File: src/hdl/tfp_pkg.sv
// Shared types, constants and the built-in name hash table of the frame parser.
package tfp_pkg;

	// Sizes and widths
	localparam int unsigned MAX_PAYLOAD   = 32;
	localparam int unsigned TABLE_ENTRIES = 16;
	localparam int unsigned ID_BYTES      = 16;
	localparam int unsigned NAME_COUNT    = 16;
	localparam int unsigned NAME_LEN      = 16;
	localparam int unsigned CNT_W         = 6;
	localparam int unsigned IDX_W         = 4;
	localparam int unsigned HASH_W        = 32;

	// Frame layout
	localparam logic [CNT_W-1:0] STATUS_LEN   = CNT_W'(10);
	localparam logic [CNT_W-1:0] IDENT_LEN    = CNT_W'(26);
	localparam logic [CNT_W-1:0] IDENT_OFFSET = CNT_W'(9);
	localparam logic [CNT_W-1:0] IDENT_END    = CNT_W'(9 + ID_BYTES);
	localparam logic [CNT_W-1:0] PAYLOAD_CAP  = CNT_W'(MAX_PAYLOAD);
	localparam logic [HASH_W-1:0] HASH_SEED   = 32'd5381;

	// Register reset values
	localparam logic [7:0]       HEADER_RESET = 8'h7f;
	localparam logic [CNT_W-1:0] MAXLEN_RESET = CNT_W'(32);

	// Input command codes
	localparam logic CMD_DATA = 1'b0;
	localparam logic CMD_IDLE = 1'b1;

	// Configuration register indexes
	localparam logic CFG_HEADER = 1'b0;
	localparam logic CFG_MAXLEN = 1'b1;

	// Frame kind codes
	localparam logic [1:0] KIND_OTHER  = 2'd0;
	localparam logic [1:0] KIND_STATUS = 2'd1;
	localparam logic [1:0] KIND_IDENT  = 2'd2;

	typedef logic [TABLE_ENTRIES-1:0][HASH_W-1:0] hash_tbl_t;

	// One result item
	typedef struct packed {
		logic [1:0]        frame_kind;
		logic [CNT_W-1:0]  payload_length;
		logic              match_found;
		logic [IDX_W-1:0]  match_index;
		logic [HASH_W-1:0] id_hash;
	} result_t;

	// Controller to datapath
	typedef struct packed {
		logic start_frame;
		logic data_step;
		logic emit;
	} dp_cmd_t;

	// Datapath to controller
	typedef struct packed {
		logic hdr_match;
		logic len_ok;
		logic frame_done;
	} dp_status_t;

	// Built-in names, first byte in the top bits, zero padded
	function automatic logic [NAME_LEN*8-1:0] name_line(input int unsigned i);
		logic [NAME_LEN*8-1:0] l;
		unique case (i)
			0:  l = 128'hc8f0bdf0_00000000_00000000_00000000;
			1:  l = 128'hcdbbc6c6_b5dac8fd_b5c0b7e2_cbf8cfdf;
			2:  l = 128'hd1aad5bd_cfe6bdad_00000000_00000000;
			3:  l = 128'hc7bfb6c9_cedabdad_00000000_00000000;
			4:  l = 128'hd5bcc1ec_d7f1d2e5_00000000_00000000;
			5:  l = 128'hcbc4b6c9_b3e0cbae_00000000_00000000;
			6:  l = 128'hc7c9b6c9_bdf0c9b3_bdad0000_00000000;
			7:  l = 128'hc7bfb6c9_b4f3b6c9_bad30000_00000000;
			8:  l = 128'hb7c9b6e1_e3f2b6a8_c7c50000_00000000;
			9:  l = 128'hc5c0d1a9_c9bd0000_00000000_00000000;
			10: l = 128'hedaeb9a6_bbe1caa6_00000000_00000000;
			11: l = 128'hb9fdb2dd_b5d80000_00000000_00000000;
			12: l = 128'hbca4d5bd_c0b0d7d3_bfda0000_00000000;
			13: l = 128'hbbe1c4fe_b4f3bbe1_caa60000_00000000;
			14: l = 128'hcee2c6f0_d5f2bbe1_d2e90000_00000000;
			15: l = 128'hd1d3b0b2_00000000_00000000_00000000;
			default: l = '0;
		endcase
		return l;
	endfunction

	// DJB2 over each name, worked out at elaboration
	function automatic hash_tbl_t build_table();
		hash_tbl_t t;
		logic [HASH_W-1:0] h;
		logic [NAME_LEN*8-1:0] l;
		logic [7:0] b;
		for (int unsigned i = 0; i < TABLE_ENTRIES; i++) begin
			h = HASH_SEED;
			l = name_line(i % NAME_COUNT);
			for (int unsigned k = 0; k < ID_BYTES; k++) begin
				b = (k < NAME_LEN) ? l[NAME_LEN*8-1-8*k -: 8] : 8'd0;
				h = HASH_W'(h * 33) + {24'd0, b};
			end
			t[i] = h;
		end
		return t;
	endfunction

	localparam hash_tbl_t NAME_HASH = build_table();

endpackage

File: src/hdl/tfp_dp.sv
// Datapath: config registers, byte counter, running hash, table match, result register.
module tfp_dp
	import tfp_pkg::*;
(
	input  logic             clk,
	input  logic             arst_n,
	input  logic             cfg_we,
	input  logic             cfg_index,
	input  logic [7:0]       cfg_wdata,
	input  logic [7:0]       data_byte,
	input  dp_cmd_t          cmd,
	output dp_status_t       status,
	input  logic             res_ready,
	output logic             res_valid,
	output result_t          res
);

	logic [7:0]        header_q;
	logic [CNT_W-1:0]  max_len_q;
	logic [CNT_W-1:0]  exp_len_q;
	logic [CNT_W-1:0]  count_q;
	logic [HASH_W-1:0] hash_q;
	logic              res_valid_q;
	result_t           res_q;

	logic [CNT_W-1:0]  limit;
	logic [CNT_W-1:0]  count_next;
	logic [CNT_W-1:0]  need;
	logic              in_ident;
	logic [HASH_W-1:0] hash_next;
	logic              found;
	logic [IDX_W-1:0]  found_idx;
	result_t           res_d;

	// Configuration registers
	always_ff @(posedge clk or negedge arst_n) begin
		if (!arst_n) begin
			header_q  <= HEADER_RESET;
			max_len_q <= MAXLEN_RESET;
		end else if (cfg_we) begin
			unique case (cfg_index)
				CFG_HEADER: header_q  <= cfg_wdata;
				CFG_MAXLEN: max_len_q <= cfg_wdata[CNT_W-1:0];
				default:    header_q  <= header_q;
			endcase
		end
	end

	// Length limit and frame progress
	assign limit      = (max_len_q > PAYLOAD_CAP) ? PAYLOAD_CAP : max_len_q;
	assign count_next = count_q + CNT_W'(1);
	assign need       = (exp_len_q != '0) ? exp_len_q : CNT_W'(1);
	assign in_ident   = (count_q >= IDENT_OFFSET) && (count_q < IDENT_END);
	assign hash_next  = {hash_q[HASH_W-6:0], 5'd0} + hash_q + {24'd0, data_byte};

	assign status.hdr_match  = (data_byte == header_q);
	assign status.len_ok     = ({2'd0, limit} >= data_byte);
	assign status.frame_done = (count_next >= need);

	// Frame counters and running hash
	always_ff @(posedge clk or negedge arst_n) begin
		if (!arst_n) begin
			exp_len_q <= '0;
			count_q   <= '0;
			hash_q    <= HASH_SEED;
		end else if (cmd.start_frame) begin
			exp_len_q <= data_byte[CNT_W-1:0];
			count_q   <= '0;
			hash_q    <= HASH_SEED;
		end else if (cmd.data_step) begin
			count_q <= count_next;
			if (in_ident) begin
				hash_q <= hash_next;
			end
		end
	end

	// Table compare, lowest matching entry wins; the last byte lies past the hashed span
	always_comb begin
		found     = 1'b0;
		found_idx = '0;
		for (int i = TABLE_ENTRIES - 1; i >= 0; i--) begin
			if (NAME_HASH[i] == hash_q) begin
				found     = 1'b1;
				found_idx = IDX_W'(i);
			end
		end
	end

	// Result assembly
	always_comb begin
		res_d                = '0;
		res_d.payload_length = count_next;
		if (count_next == STATUS_LEN) begin
			res_d.frame_kind = KIND_STATUS;
		end else if (count_next == IDENT_LEN) begin
			res_d.frame_kind  = KIND_IDENT;
			res_d.id_hash     = hash_q;
			res_d.match_found = found;
			res_d.match_index = found_idx;
		end else begin
			res_d.frame_kind = KIND_OTHER;
		end
	end

	// Output register
	always_ff @(posedge clk or negedge arst_n) begin
		if (!arst_n) begin
			res_valid_q <= 1'b0;
		end else if (cmd.emit) begin
			res_valid_q <= 1'b1;
		end else if (res_ready) begin
			res_valid_q <= 1'b0;
		end
	end

	always_ff @(posedge clk) begin
		if (cmd.emit) begin
			res_q <= res_d;
		end
	end

	assign res_valid = res_valid_q;
	assign res       = res_q;

endmodule

File: config.mk
export PLATFORM = sky130hd
export DESIGN_NAME = tfp_dp
export DESIGN_NICKNAME = d
export VERILOG_FILES = /design/src/hdl/tfp_pkg.sv /design/src/hdl/tfp_dp.sv
export SDC_FILE = /design/constraint.sdc
export NUM_CORES = 1
export LEC_CHECK = 0
export ABC_AREA = 1
export BUFFER_PORTS_ARGS = -buffer_cell sky130_fd_sc_hd__buf_2
export CORE_AREA = 2 2 117 119
export CTS_CLUSTER_SIZE = 30
export DETAILED_ROUTE_END_ITERATION = 6
export DIE_AREA = 0 0 119 121
export GPL_ROUTABILITY_DRIVEN = 0
export HOLD_SLACK_MARGIN = 0.08
export MAX_ROUTING_LAYER = met4
export PLACE_DENSITY = 0.79
export SYNTH_ARGS = -nofsm -noshare
export SYNTH_HDL_FRONTEND = slang
export SYNTH_SLANG_ARGS = --single-unit
File: constraint.sdc
create_clock -name clk -period 6 [get_ports clk]
set_clock_uncertainty 0.2 [all_clocks]
set_input_delay 0.3 -clock clk [delete_from_list [all_inputs] [get_ports clk]]
set_output_delay 0.3 -clock clk [all_outputs]
set_load 0.02 [all_outputs]
==> key figures <==
CTS
  • Htree depth: 3
  • # Post-CTS Setup Buffers: 0
  • TritonCTS clock tree: built
  • Clk pin slew, worst setup/hold paths: around 0.080 ns
  • Clock sink count: 104
  • Worst-Skew Late Latency: 0.36 ns
  • Root buffer cell: clkbuf_16
  • Post-CTS sizing: 0
  • Bufs on Longest Clock Path: 2
  • Number of buffers created by CTS: 9

Routing
  • DRC Markers: 2
  • Initial DRC Count: 873
  • Post-DR vias/cell: about 5.6
  • Antenna-violating nets left: 0
  • Via Count: 7399
  • Post-Route WL: 20750 µm
  • WL/cell: 15.79 µm
  • Drt pass-1 iters: 7

STA
  • Setup_tns: 0 ns
  • Final critical-path required period: 3.070 ns
  • Actual slew at the worst max-slew pin: 0.9715 ns
  • Slew Limit Fails: 0
  • Hold Fails Final Rpt: 0
  • RSZ-0062 raised after global routing: false
  • Final setup fails: 0
  • Crit share post-route: 0.5117
  • Hold WS: between 0.1 and 0.15 ns
  • Fmax: 325.7 MHz
  • Worst relative slew slack: 0.3523

Global route
  • First-pass GRT wire length: 34240 µm
  • Initial antenna violation count: 0
  • Total track usage: 0.3120
  • Grt total ovfl: 0
  • Vias in the first global route: 7063
  • Largest net degree at the start of global routing: 60

Die
  • Die height: 121 µm
  • Io pins: 73
  • Die area: 14400 µm²
  • Core Region: 13090 µm²
  • Die Width: 119 µm
  • Initial Util: 0.5868
  • Num rows: 42

Setup path
  • R2r worst-path depth: 11
  • Critical Path Start: data_byte[5]
  • Worst setup path category: in -> reg
  • Startpoint types: primary input
  • Worst r2r src: hash_q[2]
  • Maximum fanout along the worst path: 5
  • WP data arrival: between 3 and 4 ns
  • Worst EP required: 6.05 ns
  • Critical path endpoint category: flip-flop

Synthesis
  • Syn avg cell area: 7.355 µm²
  • #FFs+latches synth: ~100
  • Warnings, synthesis: 0
  • Main synth FF type: dfrtp_1
  • Syn Std Cell Area: between 7000 and 8000 µm²
  • Syn Nets: 1146
  • Share of synthesized flip-flops with an asynchronous set or reset: 0.5673
  • Seq/Total Area, Yosys: 0.3704
  • Synth cell types: a little over 40
  • EDFF count, synth: 45
  • Mapped Cells: around 1000

Final layout
  • Share of layout cells above drive strength 1: 0.09754
  • NumNets Final: 1235
  • Non-filler cells, final: 1314
  • ANT cells: 0
  • P&R area growth vs syn: 12.68%
  • Most common cell after layout, fill and taps aside: nand2_1
  • Commonest non-fill, non-tap cells in the layout: nand2_1 (271), nor2_1 (174), inv_1 (139), ha_1 (74), buf_2 (72)

Job
  • Maxcap violations: 0

Pwr
  • Pwr/cell area: 177.9 nW/µm²
  • Total design power: 1.539 mW
  • Worst vdd ir: approximately 0.13 mV
  • P_leak: 4.269 nW

Hold path
  • Hold Crit Depth: 3
  • Hold path startpoint: cmd[2]
  • Worst Hold Class: in -> reg

Placed design
  • Port Buffers: about 70
  • DP HPWL: 15440 µm
  • Placed Cells: between 1000 and 1500

Run status
  • Failing checks: design-rule violations
  • Status: complete, but fails checks
-- power by group --
part | internal, mW | leakage, nW | switching (mW)
Sequential | 0.776 | 1.22 | 0.0161
Clock | 0.293 | 0.143 | 0.291
Combinational | 0.0620 | 2.91 | 0.100
Total | 1.13 | 4.27 | 0.407
-- metal layers --
metal | wire length, µm | GRT usage | vias to the layer above
li1 | - | - | 3583
met1 | 8772 | 0.3974 | 3314
met2 | 9091 | 0.4759 | 405
met3 | 1793 | 0.06015 | 97
met4 | 1094 | 0.1629 | 0
met5 | 0 | - | -
-- cells in the mapped netlist, types with 2 or more instances --
| master | n | share of area |
|---|---|---|
| o21a_1 | 4 | 0.0039 |
| clkbuf_1 | 4 | 0.0020 |
| o22ai_1 | 11 | 0.0090 |
| a31oi_1 | 4 | 0.0033 |
| nand2_1 | 271 | 0.13 |
| edfxtp_1 | 45 | 0.18 |
| dfrtp_1 | 46 | 0.15 |
| a21o_1 | 2 | 0.0020 |
| nand3b_1 | 3 | 0.0029 |
| inv_1 | 139 | 0.068 |
| o21ai_0 | 54 | 0.035 |
| o21bai_1 | 5 | 0.0049 |
| nor2_1 | 174 | 0.085 |
| buf_6 | 2 | 0.0029 |
| and2_1 | 2 | 0.0016 |
| mux2_2 | 2 | 0.0029 |
| ha_1 | 74 | 0.12 |
| xor2_1 | 9 | 0.010 |
| nand4_1 | 22 | 0.018 |
| fa_1 | 4 | 0.010 |
| nand3_1 | 58 | 0.038 |
| a21boi_0 | 3 | 0.0029 |
| buf_2 | 6 | 0.0039 |
| nor3_1 | 20 | 0.013 |
| a21oi_1 | 39 | 0.025 |
| xnor2_1 | 14 | 0.016 |
| dfstp_2 | 13 | 0.044 |
-- sequential cells by signal, summed over array words and instances (netlist names) --
signal	count
max_len_q	6
hash_q	32
header_q	8
res	45
count_q	6
exp_len_q	6
res_valid	1
-- logic make-up (layout without fill, tap and decap cells) --
kind of cell	count (synthesis)	after routing	synth area share
fa+ha+maj	78	78	0.1310
xor+xnor	24	24	0.02835
flops	104	104	0.3704
simple gates	558	558	0.3005
buf+inv	153	247	0.07772
compound gates	125	125	0.08913
mux	2	2	0.002933
-- critical path, stage by stage --
cell and delay (ns):
dlygate4sd3_1 0.54, buf_2 0.17, fa_1 0.43, ha_1 0.38, nand2_1 0.10, nor2_1 0.14, nand2_1 0.08, o21ai_0 0.55
nand2_1 0.15, nand2_1 0.10, nand2_1 0.05, nand3_1 0.06, nand2_1 0.05
-- layout make-up --
type	count	area, µm²
flip-flops and latches	104	2844
fillers	1137	4433
well taps	176	220.2
inverters	141	529.3
repair buffers	90	535.5
clock buffers	10	229.0
multi-input cells	787	4238
clock inverters	6	56.30
-- what timing repair did --
| action | CTS | global route |
|---|---|---|
| hold buffers | 16 | 0 |
| hold endpoints to repair | 67 | 0 |
| endpoints found under the setup margin | 0 | 0 |
-- final timing paths --
path                            slack, ns      endpoint
worst max register to register       2.97    hash_q[18]
max in group asynchronous            4.63    hash_q[31]
min in group asynchronous            0.43  max_len_q[3]
worst min-delay path                 0.12  exp_len_q[0]
worst max-delay path                 2.93    hash_q[18]
worst min register to register       0.29  max_len_q[3]
-- metrics by stage --
stage,setup slack [ns],utilization,area [µm²]
global placement,3.086,0.6272,8207
detailed placement,3.043,0.6272,8207
finish,2.930,0.6612,8652
global route,2.742,0.6612,8652
floorplan,3.494,-,7679
CTS,2.978,0.6612,8652
No activity file was read; power rests on OpenSTA's default activity.
