==> config.mk <==
export PLATFORM = sky130hd
export DESIGN_NAME = tfp_ctrl
export DESIGN_NICKNAME = d
export VERILOG_FILES = /design/src/hdl/tfp_pkg.sv /design/src/hdl/tfp_ctrl.sv
export SDC_FILE = /design/constraint.sdc
export NUM_CORES = 1
export LEC_CHECK = 0
export ABC_CLOCK_PERIOD_IN_PS = 1700
export BUFFER_PORTS_ARGS = -buffer_cell sky130_fd_sc_hd__buf_2
export CAP_MARGIN = 5
export CORE_AREA = 2 2 39 41
export DETAILED_ROUTE_END_ITERATION = 8
export DIE_AREA = 0 0 41 43
export GPL_TIMING_DRIVEN = 0
export PLACE_DENSITY = 0.43
export SYNTH_ARGS = -nofsm -noshare
export SYNTH_HDL_FRONTEND = slang
export SYNTH_SLANG_ARGS = --single-unit
==> constraint.sdc <==
create_clock -name clk -period 1.7 [get_ports clk]
set_input_delay 0.255 -clock clk [delete_from_list [all_inputs] [get_ports clk]]
set_output_delay 0.255 -clock clk [all_outputs]
set_load 0.005 [all_outputs]
==> src/hdl/tfp_pkg.sv <==
// Shared types, constants and the built-in name hash table of the frame parser.
package tfp_pkg;

	// Sizes and widths
	localparam int unsigned MAX_PAYLOAD   = 32;
	localparam int unsigned TABLE_ENTRIES = 16;
	localparam int unsigned ID_BYTES      = 16;
	localparam int unsigned NAME_COUNT    = 16;
	localparam int unsigned NAME_LEN      = 16;
	localparam int unsigned CNT_W         = 6;
	localparam int unsigned IDX_W         = 4;
	localparam int unsigned HASH_W        = 32;

	// Frame layout
	localparam logic [CNT_W-1:0] STATUS_LEN   = CNT_W'(10);
	localparam logic [CNT_W-1:0] IDENT_LEN    = CNT_W'(26);
	localparam logic [CNT_W-1:0] IDENT_OFFSET = CNT_W'(9);
	localparam logic [CNT_W-1:0] IDENT_END    = CNT_W'(9 + ID_BYTES);
	localparam logic [CNT_W-1:0] PAYLOAD_CAP  = CNT_W'(MAX_PAYLOAD);
	localparam logic [HASH_W-1:0] HASH_SEED   = 32'd5381;

	// Register reset values
	localparam logic [7:0]       HEADER_RESET = 8'h7f;
	localparam logic [CNT_W-1:0] MAXLEN_RESET = CNT_W'(32);

	// Input command codes
	localparam logic CMD_DATA = 1'b0;
	localparam logic CMD_IDLE = 1'b1;

	// Configuration register indexes
	localparam logic CFG_HEADER = 1'b0;
	localparam logic CFG_MAXLEN = 1'b1;

	// Frame kind codes
	localparam logic [1:0] KIND_OTHER  = 2'd0;
	localparam logic [1:0] KIND_STATUS = 2'd1;
	localparam logic [1:0] KIND_IDENT  = 2'd2;

	typedef logic [TABLE_ENTRIES-1:0][HASH_W-1:0] hash_tbl_t;

	// One result item
	typedef struct packed {
		logic [1:0]        frame_kind;
		logic [CNT_W-1:0]  payload_length;
		logic              match_found;
		logic [IDX_W-1:0]  match_index;
		logic [HASH_W-1:0] id_hash;
	} result_t;

	// Controller to datapath
	typedef struct packed {
		logic start_frame;
		logic data_step;
		logic emit;
	} dp_cmd_t;

	// Datapath to controller
	typedef struct packed {
		logic hdr_match;
		logic len_ok;
		logic frame_done;
	} dp_status_t;

	// Built-in names, first byte in the top bits, zero padded
	function automatic logic [NAME_LEN*8-1:0] name_line(input int unsigned i);
		logic [NAME_LEN*8-1:0] l;
		unique case (i)
			0:  l = 128'hc8f0bdf0_00000000_00000000_00000000;
			1:  l = 128'hcdbbc6c6_b5dac8fd_b5c0b7e2_cbf8cfdf;
			2:  l = 128'hd1aad5bd_cfe6bdad_00000000_00000000;
			3:  l = 128'hc7bfb6c9_cedabdad_00000000_00000000;
			4:  l = 128'hd5bcc1ec_d7f1d2e5_00000000_00000000;
			5:  l = 128'hcbc4b6c9_b3e0cbae_00000000_00000000;
			6:  l = 128'hc7c9b6c9_bdf0c9b3_bdad0000_00000000;
			7:  l = 128'hc7bfb6c9_b4f3b6c9_bad30000_00000000;
			8:  l = 128'hb7c9b6e1_e3f2b6a8_c7c50000_00000000;
			9:  l = 128'hc5c0d1a9_c9bd0000_00000000_00000000;
			10: l = 128'hedaeb9a6_bbe1caa6_00000000_00000000;
			11: l = 128'hb9fdb2dd_b5d80000_00000000_00000000;
			12: l = 128'hbca4d5bd_c0b0d7d3_bfda0000_00000000;
			13: l = 128'hbbe1c4fe_b4f3bbe1_caa60000_00000000;
			14: l = 128'hcee2c6f0_d5f2bbe1_d2e90000_00000000;
			15: l = 128'hd1d3b0b2_00000000_00000000_00000000;
			default: l = '0;
		endcase
		return l;
	endfunction

	// DJB2 over each name, worked out at elaboration
	function automatic hash_tbl_t build_table();
		hash_tbl_t t;
		logic [HASH_W-1:0] h;
		logic [NAME_LEN*8-1:0] l;
		logic [7:0] b;
		for (int unsigned i = 0; i < TABLE_ENTRIES; i++) begin
			h = HASH_SEED;
			l = name_line(i % NAME_COUNT);
			for (int unsigned k = 0; k < ID_BYTES; k++) begin
				b = (k < NAME_LEN) ? l[NAME_LEN*8-1-8*k -: 8] : 8'd0;
				h = HASH_W'(h * 33) + {24'd0, b};
			end
			t[i] = h;
		end
		return t;
	endfunction

	localparam hash_tbl_t NAME_HASH = build_table();

endpackage

==> src/hdl/tfp_ctrl.sv <==
// Parse state machine: hunt for header, take length, collect payload.
module tfp_ctrl
	import tfp_pkg::*;
(
	input  logic       clk,
	input  logic       arst_n,
	input  logic       fire,
	input  logic       command,
	input  dp_status_t status,
	output dp_cmd_t    cmd
);

	typedef enum logic [2:0] {
		ST_HUNT = 3'b001,
		ST_LEN  = 3'b010,
		ST_DATA = 3'b100
	} state_t;

	state_t state_q, state_d;

	// Next state and datapath commands
	always_comb begin
		state_d = state_q;
		cmd     = '0;
		if (fire) begin
			if (command == CMD_IDLE) begin
				state_d = ST_HUNT;
			end else begin
				unique case (state_q)
					ST_HUNT: begin
						state_d = status.hdr_match ? ST_LEN : ST_HUNT;
					end
					ST_LEN: begin
						if (status.len_ok) begin
							cmd.start_frame = 1'b1;
							state_d         = ST_DATA;
						end else begin
							state_d = ST_HUNT;
						end
					end
					ST_DATA: begin
						cmd.data_step = 1'b1;
						if (status.frame_done) begin
							cmd.emit = 1'b1;
							state_d  = ST_HUNT;
						end
					end
					default: state_d = ST_HUNT;
				endcase
			end
		end
	end

	always_ff @(posedge clk or negedge arst_n) begin
		if (!arst_n) begin
			state_q <= ST_HUNT;
		end else begin
			state_q <= state_d;
		end
	end

endmodule

==> out/qor.yml, run 1 <==
status: "finished, final reports clean"
rsz0062_at_grt: "no"
antenna_found_initial: 0
first_global_vias: 188
num_vias: 179
cp_num_buf_inv: 1
num-nets-final: 41
yosysTopAreaCell: "dfrtp_1"
power_w: 0.000290
rr_worst_depth: 2
fin_util_pct: 20.7
core_area_sq_um: 1380
worst_hold_slack_ns: 0.269
finalMaxSlewViolations: 0
min_path_cells: 2
cp_max_fo: 3
ant_nets: 0
worstSkewPairLatency_ns: 0.23
synth-seq-cells: 3
diodes: 0
syn-num-nets: 25
required_ns: 1.44
arrival_ns: 1.37
synthCells: 18
cp-end-kind: "output pin"
drc: 0
ys_warn_count: 0
areaGrowthSynthToFinish_pct: 63.6
synth_top_area_share_pct: 28.6
die_area_sq_um: 1760
die_y_um: 43
fin_tns_setup_ns: 0
critPathKind: "reg -> out"
path_clk_slew_ns: 0.04
max_freq_mhz: 615
crit_path_top_delay_cell: "or4b_4"
syn_area_sq_um: 175
timing.final.crit_share_pct: 95.6
slowest_delay_ns: 0.56
finalHoldViolations: 0
track_usage_pct: 6.14
num_rows: 14
synth_seq_area_share_pct: 43.6
drt_iter0_markers: 5
grt_max_degree: 6
synth.area.top_cells: "dfrtp_1 29%, dfstp_2 15%, or4b_4 7.9%, a32o_1 5.7%, nand4b_1 5.0%"
layout.cells.non_filler: 49
path_cells: "or4b_4 > nor2_2 > buf_2"
power_density_nw_per_um2: 1010
cp.depth: 3
cp_top_family: "simple AND/OR/NAND/NOR gates"
hold_path.class: "in -> reg"
cts_buffers: 3
cts_tree: "built"
wl_per_cell_um: 9.04
synth_cell_types: 15
initial_utilization_pct: 12.7
reg.largest.list: "state_q: 3 flops"
setup_viol: 0
finClkSkew_ns: 0.000756
leakage_nw: 0.140
ir_drop_uv: 291
wl_um: 443
dp.cells: 43
drv_cap: 0
die_width_um: 41
cts_root_buffer: "clkbuf_4"
avgViaCountPerCell: 3.65
grt_pass1_wl_um: 669
cts.sinks: 3
largest-register: "state_q"
num_io_pins: 10
largest_reg_flops: 3
worstSetupStartpointType: "flip-flop"
finalCriticalPeriod_ns: 1.63
cts.htree.levels: 1
globalplace.congestion: 0.686
overflow: 0
dr.pass1.iters: 2
io_buffers: 9
tightest_slew_ns: 0.174
slew_headroom_pct: 88.3
synth_area_per_cell_sq_um: 9.73
layout-drive-gt1-share_pct: 48.5
clk_path_buf_depth: 2
-- cells in the mapped netlist, drive strengths merged --
master  n
inv     2
nor2b   1
o221ai  1
nand4b  1
nand3b  1
dfrtp   2
o22ai   1
dfstp   1
and2    1
nand2   1
nor2    2
nand2b  1
and3    1
or4b    1
a32o    1
-- per-stage QoR --
step	setup WS (ns)	area, sq um
floorplan	0.401	175
global placement	0.265	240
detailed placement	0.279	240
CTS	0.0220	277
global route	0.0183	287
finish	0.0744	287
-- per-layer routing --
layer / global-route usage, % / wire [um] / vias to the layer above
met5: 0 / 0 / -
met4: 8.00 / 0 / 0
met3: 1.57 / 73 / 0
met2: 6.88 / 175 / 10
met1: 7.79 / 194 / 72
li1: - / - / 97
-- worst register-to-register path: cells and delay by family (launching register included) --
family | cells | cell delay [ns]
flops | 1 | 0.38
compound gates | 1 | 0.26
simple gates | 1 | 0.56
-- logic make-up after synthesis --
| family | after synthesis | share of synthesized area (%) |
|---|---|---|
| AOI/OAI and AO/OA | 3 | 14.3 |
| buffers and inverters | 2 | 4.29 |
| DFF | 3 | 43.6 |
| and+or+nand+nor | 10 | 37.9 |
-- layout make-up --
type / instances / area, sq um
fillers: 159 / 1100
multi-input cells: 13 / 93.8
flip-flops and latches: 3 / 76.3
repair buffers: 11 / 62.6
clock buffers: 4 / 26.3
well taps: 16 / 20.0
inverters: 2 / 7.51
-- layout by cell type, fill, tap and decap left out --
master	instances
buf_2	9
clkbuf_4	3
inv_1	2
dfrtp_1	2
nor2b_1	1
nor2_1	1
and3_1	1
and2_1	1
nand2_1	1
or4b_4	1
nor2_2	1
nand3b_1	1
nand2b_1	1
o221ai_1	1
nand4b_1	1
o22ai_1	1
a32o_1	1
clkbuf_1	1
dlygate4sd3_1	1
buf_4	1
dfstp_2	1
-- worst paths after layout --
kind                                              from                     end  slack (ns)
worst max-delay path            state_q[2]$_DFFE_PN0P_                  cmd[2]        0.07
worst min-delay path                              fire  state_q[1]$_DFFE_PN0P_        0.27
worst max register to register  state_q[2]$_DFFE_PN0P_  state_q[0]$_DFFE_PN1P_        0.42
worst min register to register  state_q[0]$_DFFE_PN1P_  state_q[1]$_DFFE_PN0P_        0.55
max in group asynchronous                       arst_n  state_q[0]$_DFFE_PN1P_        1.16
min in group asynchronous                       arst_n  state_q[1]$_DFFE_PN0P_        0.35
-- report_power, final --
group / switching [W] / internal [W]
combinational: 0.0000281 / 0.0000290
clock: 0.0000342 / 0.0000878
sequential: 0.0000148 / 0.0000965
-- timing repair --
action | 4_1_cts | 5_1_grt
hold buffers | 1 | 0
resized for setup | 0 | 1
buffers inserted | 0 | 1
hold endpoints to repair | 3 | 0
endpoints found under the setup margin | 0 | 1
Power figures use the tool's default switching activity.
==> run 2: changes to the inputs <==
- PLACE_DENSITY: 0.43 -> unset
- PLACE_DENSITY_LB_ADDON: unset -> 0.1
==> out/qor.yml, run 2 (same netlist as run 1, synthesis figures left out) <==
status: "finished, final reports clean"
min_from: "fire"
wl_per_cell_um: 9.68
cts.sinks: 3
met1_length_um: 188
switching_power_w: 0.0000804
drt_iter0_markers: 1
num-nets-final: 42
required_ns: 1.44
fin_tns_setup_ns: 0
overflow: 0
rsz0062_at_grt: "no"
finalMaxSlewViolations: 0
p_comb_share_pct: 20.5
die_y_um: 43
path_clk_slew_ns: 0.04
power_density_nw_per_um2: 1010
cts_root_buffer: "clkbuf_4"
dp.cells: 43
io_buffers: 9
clock_power_share_pct: 42.1
hold_path.class: "in -> reg"
track_usage_pct: 6.93
avgViaCountPerCell: 3.74
dr_wl_met2_um: 260
r2r-start: "state_q[1]$_DFFE_PN0P_"
cp_max_fo: 3
fin_area_sq_um: 292
r2r-end: "state_q[0]$_DFFE_PN1P_"
layout.cells.non_filler: 50
ir_drop_uv: 330
largest-register: "state_q"
diodes: 0
globalplace.congestion: 0.595
core_area_sq_um: 1380
maxUsedRoutingLayer: "met3"
slew_headroom_pct: 85.6
wl_um: 484
die_width_um: 41
first_global_vias: 196
die_area_sq_um: 1760
dr.pass1.iters: 2
final_cell_mix: "9 x buf_2, 3 x clkbuf_4"
dr_wl_met3_um: 34
rrSetupSlack_ns: 0.43
initial_utilization_pct: 12.7
tightest_slew_ns: 0.216
path_cells: "inv_1 > or4b_4 > nor2_1 > buf_2"
num_rows: 14
min_path_cells: 2
worstSetupStartpointType: "flip-flop"
num_io_pins: 10
cts-resized-gates: 0
cts_tree: "built"
areaGrowthSynthToFinish_pct: 66.4
cts_buffers: 3
hpwl_um: 377
finClkSkew_ns: 0.000258
crit_path_top_delay_cell: "or4b_4"
swShare_pct: 27.3
grt_max_degree: 6
ant_nets: 0
critPathKind: "reg -> out"
drc: 0
layout_commonest_cell: "buf_2"
drv_cap: 0
min_to: "state_q[1]$_DFFE_PN0P_"
grt_pass1_wl_um: 710
finalCriticalPeriod_ns: 1.61
rr_worst_depth: 3
num_vias: 187
cp-end-kind: "output pin"
setup_viol: 0
antenna_found_initial: 0
finalHoldViolations: 0
power_w: 0.000295
clk_path_buf_depth: 2
slowest_delay_ns: 0.53
largest_reg_flops: 3
layout-drive-gt1-share_pct: 47.1
worstSkewPairLatency_ns: 0.23
arrival_ns: 1.35
p_int_w: 0.000215
sequentialPowerShare_pct: 37.4
place_area_sq_um: 240
cts.htree.levels: 1
timing.final.crit_share_pct: 94.7
max_freq_mhz: 621
reg.largest.list: "state_q: 3 flops"
leakage_nw: 0.146
run 2: cell types whose count changed in the layout (fill, tap and decap cells not counted), sizes merged:
cell,before,now
buf,10,11
run 2: timing repair:
item / in CTS / in global routing
setup buffers: 0 / 2
hold buffers: 1 / 0
hold endpoints to repair: 3 / 0
setup endpoints to repair: 0 / 1
run 2: final cells by class:
| class | instances | area (sq um) |
|---|---|---|
| repair buffers | 12 | 70.1 |
| flip-flops and latches | 3 | 76.3 |
| clock buffers | 4 | 26.3 |
| inverters | 2 | 7.51 |
| multi-input cells | 13 | 91.3 |
| fillers | 159 | 1090 |
| well taps | 16 | 20.0 |
run 2: power groups by stage:
| stage | clock network (W) | registers [W] | logic (W) |
|---|---|---|---|
| after global placement | 0 | 0.000111 | 0.0000547 |
| after global routing | 0.000141 | 0.000112 | 0.0000695 |
| after detailed placement | 0 | 0.000111 | 0.0000560 |
| final | 0.000124 | 0.000110 | 0.0000605 |
| after floorplan | 0 | 0.000108 | 0.0000369 |
| after CTS | 0.000132 | 0.000110 | 0.0000579 |
run 2: worst max-delay path, delay by kind of cell (launching register included):
kind | cells | cell delay (ns)
buf+inv | 2 | 0.16
simple gates | 2 | 0.62
flops | 1 | 0.34
run 2: how the worst max path moves through the flow:
stage | start | to | slack (ns) | cells past startpoint
finish | state_q[1]$_DFFE_PN0P_ | cmd[2] | 0.09 | 4
global route | state_q[1]$_DFFE_PN0P_ | cmd[2] | 0.03 | 4
CTS | state_q[2]$_DFFE_PN0P_ | cmd[2] | 0.01 | 3
detailed placement | state_q[2]$_DFFE_PN0P_ | cmd[2] | 0.26 | 3
global placement | state_q[2]$_DFFE_PN0P_ | cmd[2] | 0.28 | 3
floorplan | state_q[2]$_DFFE_PN0P_ | cmd[2] | 0.40 | 2
run 2: routing by layer:
layer  GRT usage [%]  vias up
li1                -       99
met1            5.48       83
met2            10.6        5
met3            3.14        0
met4            8.00        0
met5               0        -
run 2: per-stage QoR:
stage               worst slack, ns  utilization (%)  hold WS [ns]
floorplan                     0.401                -       -0.0406
global placement              0.279             17.4        0.0518
detailed placement            0.265             17.4        0.0525
CTS                          0.0107             20.0         0.272
global route                 0.0270             21.1         0.291
finish                       0.0907             21.1         0.276
==> run 3: changes to the inputs <==
- ABC_AREA: unset -> 1
- CAP_MARGIN: 5 -> 20
- CTS_CLUSTER_SIZE: unset -> 16
==> out/qor.yml, run 3 <==
clk_path_buf_depth: 2
grt_pass1_wl_um: 876
largest-register: "state_q"
grt_max_degree: 7
synthTopCellsByCount: "10 x nand2_1, 6 x inv_1, 5 x nor2_1"
min_to: "state_q[0]$_DFFE_PN1P_"
initial_utilization_pct: 16.0
diodes: 0
rsz0062_at_grt: "no"
fin_area_sq_um: 323
antenna_found_initial: 0
async_flop_share_pct: 100
layout.cells.non_filler: 64
dr.pass1.iters: 4
avgViaCountPerCell: 3.66
track_usage_pct: 7.85
r2r-end: "state_q[1]$_DFFE_PN0P_"
cts_buffers: 3
layout-drive-gt1-share_pct: 37.5
synth_cell_types: 12
layout_commonest_cell: "nand2_1"
num_vias: 234
synthCells: 34
cts_root_buffer: "clkbuf_4"
arrival_ns: 1.19
largest_reg_flops: 3
r2r-start: "state_q[0]$_DFFE_PN1P_"
fin_tns_setup_ns: 0
worstSkewPairLatency_ns: 0.23
ys_warn_count: 0
worstSetupStartpointType: "flip-flop"
synth_area_per_cell_sq_um: 6.51
final_cell_mix: "10 x nand2_1, 9 x buf_2, 6 x inv_1, 5 x nor2_1"
ir_drop_uv: 310
leakage_nw: 0.177
wl_per_cell_um: 7.63
wl_um: 488
syn-num-nets: 41
die_y_um: 43
dominantRegCellSynth: "dfrtp_1"
finClkSkew_ns: 0.000990
rrSetupSlack_ns: 0.69
num-nets-final: 56
synth-seq-cells: 3
min_from: "fire"
max_freq_mhz: 693
io_buffers: 9
die_width_um: 41
status: "finished, final reports clean"
num_rows: 14
finalHoldViolations: 0
yosysTopAreaCell: "dfrtp_1"
areaGrowthSynthToFinish_pct: 45.8
cts_tree: "built"
globalplace.congestion: 0.692
slew_headroom_pct: 86.3
power_density_nw_per_um2: 745
drv_cap: 0
finalMaxSlewViolations: 0
setup_viol: 0
synth.most_common_cell: "nand2_1"
min_path_cells: 4
tightest_slew_ns: 0.205
worst_hold_slack_ns: 0.329
synth_top_area_share_pct: 22.6
synth_seq_area_share_pct: 34.5
die_area_sq_um: 1760
path_clk_slew_ns: 0.03
finalCriticalPeriod_ns: 1.44
core_area_sq_um: 1380
drt_iter0_markers: 3
rr_worst_depth: 5
cts.sinks: 3
critPathKind: "reg -> out"
postCtsSetupBuffers: 0
syn_area_sq_um: 221
cp-end-kind: "output pin"
cp_max_fo: 4
required_ns: 1.44
num_io_pins: 10
dp.cells: 59
first_global_vias: 231
place_area_sq_um: 287
overflow: 0
ant_nets: 0
timing.final.crit_share_pct: 84.9
drc: 0
cts.htree.levels: 1
hold_path.class: "in -> reg"
reg.largest.list: "state_q: 3 flops"
synth.area.top_cells: "dfrtp_1 23%, nand2_1 17%, dfstp_2 12%, inv_1 10%, nor2_1 8.5%"
synth_edf_count: 0
[run 3: cell types whose count changed after synthesis, sizes merged, moves of 2 or more]
cell   before  now
o21ai       0    2
nor2        2    7
nand3       0    4
nand2       1   11
inv         2    6
[run 3: worst max-delay path, stage by stage (launching register included)]
cell and delay, ns:
dfrtp_1 0.40, nor2_2 0.15, nand3_1 0.12, nor3b_2 0.17, buf_2 0.13
[run 3: how the worst max path moves through the flow]
stage                           start     end  cells after the start
2_1_floorplan  state_q[1]$_DFFE_PN0P_  cmd[0]                      3
3_3_place_gp   state_q[1]$_DFFE_PN0P_  cmd[0]                      4
3_5_place_dp   state_q[1]$_DFFE_PN0P_  cmd[0]                      4
4_1_cts        state_q[1]$_DFFE_PN0P_  cmd[0]                      4
5_1_grt        state_q[1]$_DFFE_PN0P_  cmd[0]                      4
6_report       state_q[1]$_DFFE_PN0P_  cmd[0]                      4
[run 3: repair_timing]
item / 4_1_cts / 5_1_grt
setup endpoints to repair: 0 / 0
hold buffers: 1 / 0
hold endpoints to repair: 3 / 0
gates resized for setup: 0 / 0
[run 3: metal layers]
| layer | share of wire (%) | routed length [um] | track usage (%) |
|---|---|---|---|
| met3 | 4.3 | 21 | 3.14 |
| met1 | 45 | 222 | 10.1 |
| met4 | 0 | 0 | 8.00 |
| met5 | 0 | 0 | 0 |
| met2 | 50 | 245 | 9.06 |
[run 3: report_power, final]
part	switching (W)	internal (W)	total, W
Clock	0.0000328	0.0000877	0.000120
Sequential	0.00000598	0.0000784	0.0000843
Combinational	0.0000198	0.0000159	0.0000358
Total	0.0000586	0.000182	0.000241
[run 3: cell families after synthesis]
group                  after synthesis  share of synthesized area, %
AOI/OAI and AO/OA                    2                          4.52
DFF                                  3                          34.5
and+or+nand+nor                     23                          50.8
buffers and inverters                6                          10.2
[run 3: cell type report]
cell class	count	area (sq um)
flip-flops and latches	3	76.3
multi-input cells	25	123
inverters	6	22.5
repair buffers	10	55.1
well taps	16	20.0
fillers	158	1060
clock buffers	4	26.3
[run 3: metrics by stage]
stage / worst slack, ns / utilization, % / power [W]
after floorplan: 0.645 / - / 0.000106
after global placement: 0.508 / 20.7 / 0.000120
after detailed placement: 0.491 / 20.7 / 0.000120
after CTS: 0.234 / 23.3 / 0.000250
after global routing: 0.154 / 23.3 / 0.000258
final: 0.256 / 23.3 / 0.000241
